<file path="src/rtl/sit_pkg.sv">
// ----------------------------------------------------------------------------
// Sorted insert table package
// Shared sizes, codes and transaction types for the sorted table with search.
// ----------------------------------------------------------------------------
package sit_pkg;

    localparam int DEPTH = 64;
    localparam int KEY_W = 32;
    localparam int PAY_W = 32;
    localparam int CNT_W = $clog2(DEPTH + 1);

    localparam logic [1:0] KIND_CLEAR  = 2'd0;
    localparam logic [1:0] KIND_INSERT = 2'd1;
    localparam logic [1:0] KIND_SEARCH = 2'd2;

    localparam logic [1:0] ST_OK        = 2'd0;
    localparam logic [1:0] ST_OVERFLOW  = 2'd1;
    localparam logic [1:0] ST_NOT_FOUND = 2'd2;

    typedef struct packed {
        logic [1:0]  kind;
        logic [31:0] sort_key;
        logic [31:0] entry_payload;
    } t_in_item;

    typedef struct packed {
        logic [1:0]  status;
        logic [31:0] found_payload;
        logic [6:0]  entry_count;
    } t_out_item;

    // Broadcast from the controller to every cell.
    typedef struct packed {
        logic             acc;
        logic             ins;
        logic             srch;
        logic             clr;
        logic [KEY_W-1:0] key;
        logic [PAY_W-1:0] payload;
    } t_cell_ctl;

endpackage

</file>
<file path="src/rtl/sit_cell.sv">
// ----------------------------------------------------------------------------
// Sorted insert table cell
// Holds one entry; shifts toward higher index on insert and flags a first match.
// ----------------------------------------------------------------------------
module sit_cell
    import sit_pkg::*;
(
    input  logic             i_clk,
    input  logic             i_rst_n,
    input  t_cell_ctl        i_ctl,
    input  logic             i_prev_valid,
    input  logic             i_prev_take,
    input  logic             i_prev_eq,
    input  logic [KEY_W-1:0] i_prev_key,
    input  logic [PAY_W-1:0] i_prev_payload,
    output logic             o_valid,
    output logic             o_take,
    output logic             o_eq,
    output logic [KEY_W-1:0] o_key,
    output logic [PAY_W-1:0] o_payload,
    output logic             o_hit,
    output logic [PAY_W-1:0] o_hit_payload
);

    logic             r_valid;
    logic             n_valid;
    logic [KEY_W-1:0] r_key;
    logic [PAY_W-1:0] r_payload;
    logic             r_hit;
    logic [PAY_W-1:0] r_hit_payload;
    logic             w_first;

    // Keys are ascending and valid entries are packed low, so the take flag
    // is zero below the insertion point and one from there on.
    assign o_take  = !r_valid || (r_key > i_ctl.key);
    assign o_eq    = r_valid && (r_key == i_ctl.key);
    assign w_first = o_eq && !i_prev_eq;

    always_comb begin
        n_valid = r_valid;
        if (i_ctl.clr) begin
            n_valid = 1'b0;
        end else if (i_ctl.ins) begin
            n_valid = r_valid | i_prev_valid;
        end
    end

    always_ff @(posedge i_clk) begin
        if (!i_rst_n) begin
            r_valid <= 1'b0;
            r_hit   <= 1'b0;
        end else begin
            r_valid <= n_valid;
            if (i_ctl.acc) begin
                r_hit <= i_ctl.srch && w_first;
            end
        end
    end

    always_ff @(posedge i_clk) begin
        if (i_ctl.ins && o_take) begin
            if (i_prev_take) begin
                r_key     <= i_prev_key;
                r_payload <= i_prev_payload;
            end else begin
                r_key     <= i_ctl.key;
                r_payload <= i_ctl.payload;
            end
        end
        if (i_ctl.acc) begin
            r_hit_payload <= (i_ctl.srch && w_first) ? r_payload : '0;
        end
    end

    assign o_valid       = r_valid;
    assign o_key         = r_key;
    assign o_payload     = r_payload;
    assign o_hit         = r_hit;
    assign o_hit_payload = r_hit_payload;

endmodule

</file>
<file path="config.mk">
export PLATFORM = sky130hd
export DESIGN_NAME = sit_cell
export DESIGN_NICKNAME = d
export VERILOG_FILES = /design/src/rtl/sit_pkg.sv /design/src/rtl/sit_cell.sv
export SDC_FILE = /design/constraint.sdc
export NUM_CORES = 1
export LEC_CHECK = 0
export ABC_AREA = 1
export BUFFER_PORTS_ARGS = -buffer_cell sky130_fd_sc_hd__buf_2
export CAP_MARGIN = 20
export CORE_ASPECT_RATIO = 2
export CORE_MARGIN = 1.5
export CORE_UTILIZATION = 47
export DETAILED_ROUTE_END_ITERATION = 8
export GPL_TIMING_DRIVEN = 0
export PLACE_DENSITY = 0.82
export SLEW_MARGIN = 20
export SYNTH_ARGS = -nofsm -noshare
export SYNTH_HDL_FRONTEND = slang
export SYNTH_SLANG_ARGS = --single-unit
export TNS_END_PERCENT = 1
</file>
<file path="constraint.sdc">
create_clock -name i_clk -period 5.6 [get_ports i_clk]
set_clock_uncertainty 0.1 [all_clocks]
set_input_delay 0.84 -clock i_clk [delete_from_list [all_inputs] [get_ports i_clk]]
set_output_delay 0.84 -clock i_clk [all_outputs]
set_load 0.1 [all_outputs]
</file>
; ---- Word-level counts from Yosys, hierarchy flattened
; Cells that the tools add are included.
; Widths: inputs -> output; s select.
[totals]
regBits = 98
in_bits = 137
[op_classes]
n_lt_le_gt_ge = 1
eq_ne = 1
muxes = 2
n_bitwise = 2
reduce_logical = 8
[ops]
columns = operator, n
row1 = $mux 32, 2
row2 = $eq 32x32->1, 1
row3 = $gt 32x32->1, 1
row4 = $logic_and 1x1->1, 4
row5 = $logic_not 1->1, 2
row6 = $reduce_or 2->1, 1
row7 = $logic_or 1x1->1, 1
row8 = $not 1->1, 1
row9 = $or 1x1->1, 1

; ---- Logic depth before layout (Yosys ltp)
[depth]
depth_word = 4
depth_mapped = 15

; ---- Worst setup path after synthesis
; No wires, ideal clock.
[synth_timing]
path_type = register to register
from = register r_key[23], in the netlist o_key[23]
to = register r_key[0], in the netlist o_key[0], enable pin
arrival_ps = 4551
required_ps = 5013
slack_ps = 462
path_stages_with_launch = 10
path_buffers = 0
period_less_slack_ps = 5138
cell_sequence = edfxtp_1 ha_1 nand2_1 nor2_2 inv_1 nor3_2 nand2_1 nand2_1 nand2_1 nor2_1
[synth_via]
elab_chain_len = 3
[synth_lines]
columns = item, line_no
row1 = "start, declared", sit_cell.sv:27  ; logic [KEY_W-1:0] r_key;
row2 = "start signal, assigned", sit_cell.sv:63  ; r_key <= i_prev_key;
row3 = "start signal, assigned", sit_cell.sv:66  ; r_key <= i_ctl.key;
row4 = $gt 32x32->1, sit_cell.sv:35  ; assign o_take = !r_valid || (r_key > i_ctl.key);
row5 = $logic_or 1x1->1, sit_cell.sv:35
row6 = $logic_and 1x1->1, sit_cell.sv:61  ; if (i_ctl.ins && o_take) begin
; No other way between the ends.
; A chain may end at the register's enable or synchronous reset.

; ---- Final worst setup path
[layout_timing]
from = input i_ctl[63] (netlist bit)
to = output o_take
[layout_via]
elab_chain_len = 2
[layout_lines]
columns = item, line_no
row1 = "start, declared", sit_cell.sv:10  ; input t_cell_ctl i_ctl,
row2 = $gt 32x32->1, sit_cell.sv:35
row3 = $logic_or 1x1->1, sit_cell.sv:35
row4 = "end, declared", sit_cell.sv:17  ; output logic o_take,
; No other way between the ends.

==> metrics.md <==
| Metric | Value |
|---|---|
| Count of filler cells inserted in the layout | `827` |
| TritonCTS clock tree | `built` |
| Hold buffer count at CTS | `0` |
| Transition time at the pin with the least slew margin | `0.743 ns` |
| Setup Slack @ Placement | `2.01 ns` |
| Fin worst setup slack | `2.08 ns` |
| Total number of nets in the final design | `844` |
| Class of the most critical hold timing path | `register to register` |
| Via count | `3945` |
| Drt wl/cell | `14.8 um` |
| DR pass1 iterations | `4` |
| Via-to-Cell Ratio | `4.84` |
| Crit path DAT | `2.58 ns` |
| Max Freq | `284 MHz` |
| Cell chosen for the clock root | `clkbuf_16` |
| Synth top cells by count | `96 x edfxtp_1, 76 x inv_1, 71 x nand2_1, 34 x o21ai_0, 33 x mux2_2` |
| Number of global-route vias before repair | `4026` |
| Die Footprint | `0.0111 mm^2` |
| Longest Clk Path Bufs | `2` |
| Layout cell share with drive strength beyond 1 | `48.1%` |
| Number of synthesized flops with an enable pin | `96` |
| Cell area power density | `309 mW/mm^2` |
| Initial antenna violation count | `0` |
| Standard-cell row count | `52` |
| Global-route usage over all layers | `22.2%` |
| Maximum fanout encountered on the critical timing path | `3` |
| Final antenna diode count | `0` |
| #FFs+latches synth | `98` |
| Clock transition at the registers of the reported paths | `0.06 ns` |
| GRT Residual Overflow | `0` |
| Number of placed I/O pins | `237` |
| Effective utilization at floorplan | `48.4%` |
| Resize count post-CTS | `0` |
| Largest net degree at the start of global routing | `35` |
| Synthesized netlist net count | `596` |
| Outcome | `complete, no violations` |
| Number of H-tree levels | `3` |
| Total setup buffers inserted after CTS | `0` |
| Summed instance area of the synthesized netlist | `0.00491 mm^2` |
| Post-synthesis sequential area ratio | `59.5%` |
| Area of the placeable core | `0.0101 mm^2` |
| Area contributors post-synth | `edfxtp_1 59%, ha_1 8.2%, mux2_2 7.6%` |
| Horizontal extent of the die | `75.3 um` |
| Synth Area per Inst | `11.5 um^2` |
| Insertion delay of the later-clocked pin in the worst-skew pair | `0.34 ns` |
| Async set or reset register ratio after synthesis | `0%` |
| Met2 wire len | `6.89 mm` |
| Distinct cells, synth | `23` |
| Unrepaired setup endpoints after global routing | `false` |
| DRC marker count from the first detailed-route iteration | `189` |
| Remaining number of nets flagged by the antenna check after routing | `0` |
| Number of max-slew violations in the final report | `0` |
| Category of the most critical setup path | `input port to output port` |
| Final setup violation count | `0` |
| Most used flip-flop cell after synthesis | `edfxtp_1` |
| Number of max-capacitance violations reported | `0` |
| Final-layout setup total negative slack | `0 ns` |
| Global placement routability congestion | `0.851` |
| Y dimension of the die | `148 um` |
| HPWL after DPL | `9.93 mm` |
| Routed length on met1 | `3.96 mm` |
| Topmost layer with routed signal wires | `met4` |
| Number of port buffers | `235` |
| Number of clock sinks | `98` |
| Hold slack | `0.460 ns` |
| Growth of design area from synthesis to finish | `34.7%` |
| Count of yosys warnings during synthesis | `0` |
| Number of clock buffers inserted by TritonCTS | `9` |
| VDD IR max | `0.170 mV` |
| Post-synthesis instance total | `427` |
| Count leader, synth | `edfxtp_1` |
| Sort of element at the end of the critical path | `output port` |
| Total Routed Length | `12.1 mm` |
| Leakage | `3.25 nW` |
| Final count of hold timing violations | `0` |
| Required time of the critical path | `4.66 ns` |
| Critical Path Source Type | `input port` |
| Met3 WL post-DR | `758 um` |
| Largest area contributor in the synthesized netlist | `edfxtp_1` |
| Post-layout utilization of the core | `65.2%` |
| Fin crit period | `3.52 ns` |
| Global-route wire length before repair | `18.3 mm` |
| Share of the clock period used by the worst path after layout | `62.8%` |
| Share of the synthesized area in the top cell type | `58.7%` |
| DR DRC count | `0` |
| Worst max-slew margin expressed relative to the limit | `50.3%` |
## final cells by class
type / count / area (um^2) / share of cell area, %
sequential: 98 / 2920 / 44.2
multi-input combinational: 240 / 1640 / 24.7
timing repair buffer: 237 / 1220 / 18.5
inverter: 76 / 285 / 4.31
clock buffer: 10 / 229 / 3.46
tap: 135 / 169 / 2.55
clock inverter: 6 / 75.1 / 1.13
buffer: 13 / 75.1 / 1.13
## per-layer routing
metal | GRT usage [%] | vias up
met2 | 41.7 | 182
met1 | 20.8 | 1804
met3 | 5.59 | 37
met4 | 11.0 | 0
li1 | - | 1922
met5 | 0 | -
## cells in the final DEF, fill, tap and decap left out, types with 3 or more instances in the layout
cell / count
inv_1: 76
o21ai_0: 34
clkbuf_1: 7
nor2_2: 29
mux2_2: 33
clkbuf_16: 9
nor2_4: 3
nand3_1: 3
edfxtp_1: 96
ha_1: 32
clkinvlp_4: 3
nand2_1: 71
nor2_1: 13
a21oi_1: 14
buf_2: 238
buf_6: 3
## sequential cells by signal (all words and copies together) (netlist names)
signal and cells:
o_key 32, o_payload 32, o_hit 1, o_hit_payload 32, o_valid 1
## critical path: stages
cell	delay, ns
buf_2	0.09
inv_1	0.05
ha_1	0.29
nand2_1	0.09
nor2_1	0.15
nand2_1	0.09
nor3_2	0.25
nand2_1	0.09
nand2_1	0.06
nand2_1	0.10
inv_1	0.07
buf_2	0.41
## power breakdown
part	switching, mW	internal [mW]
clock	0.270	0.353
combinational	0.425	0.118
sequential	0.0201	0.857
total	0.714	1.33
## worst paths after layout
| kind | start | to | slack, ns | depth (start not counted) |
|---|---|---|---|---|
| worst max register to register | o_key[31] | o_key[29] | 2.63 | 11 |
| worst min register to register | o_hit | o_hit | 0.46 | 2 |
| worst min-delay path | o_hit | o_hit | 0.46 | 2 |
| worst max-delay path | i_ctl[63] | o_take | 2.08 | 12 |
## through the flow
step / total power [mW] / std cells / cell area, um^2
6_report: 2.04 / 815 / 6620
3_3_place_gp: 1.42 / 797 / 6260
4_1_cts: 2.06 / 815 / 6620
2_1_floorplan: 1.31 / 427 / 4910
3_5_place_dp: 1.44 / 799 / 6310
5_1_grt: 2.12 / 815 / 6620
## cell families after synthesis
| group | synth area share (%) |
|---|---|
| multiplexers | 7.57 |
| AO/OA/AOI/OAI | 5.04 |
| flip-flops | 59.5 |
| buffers and inverters | 7.34 |
| AND/OR/NAND/NOR | 12.4 |
| adder cells (fa/ha/maj) | 8.15 |
Note: power is estimated with default switching activity, not from simulation.
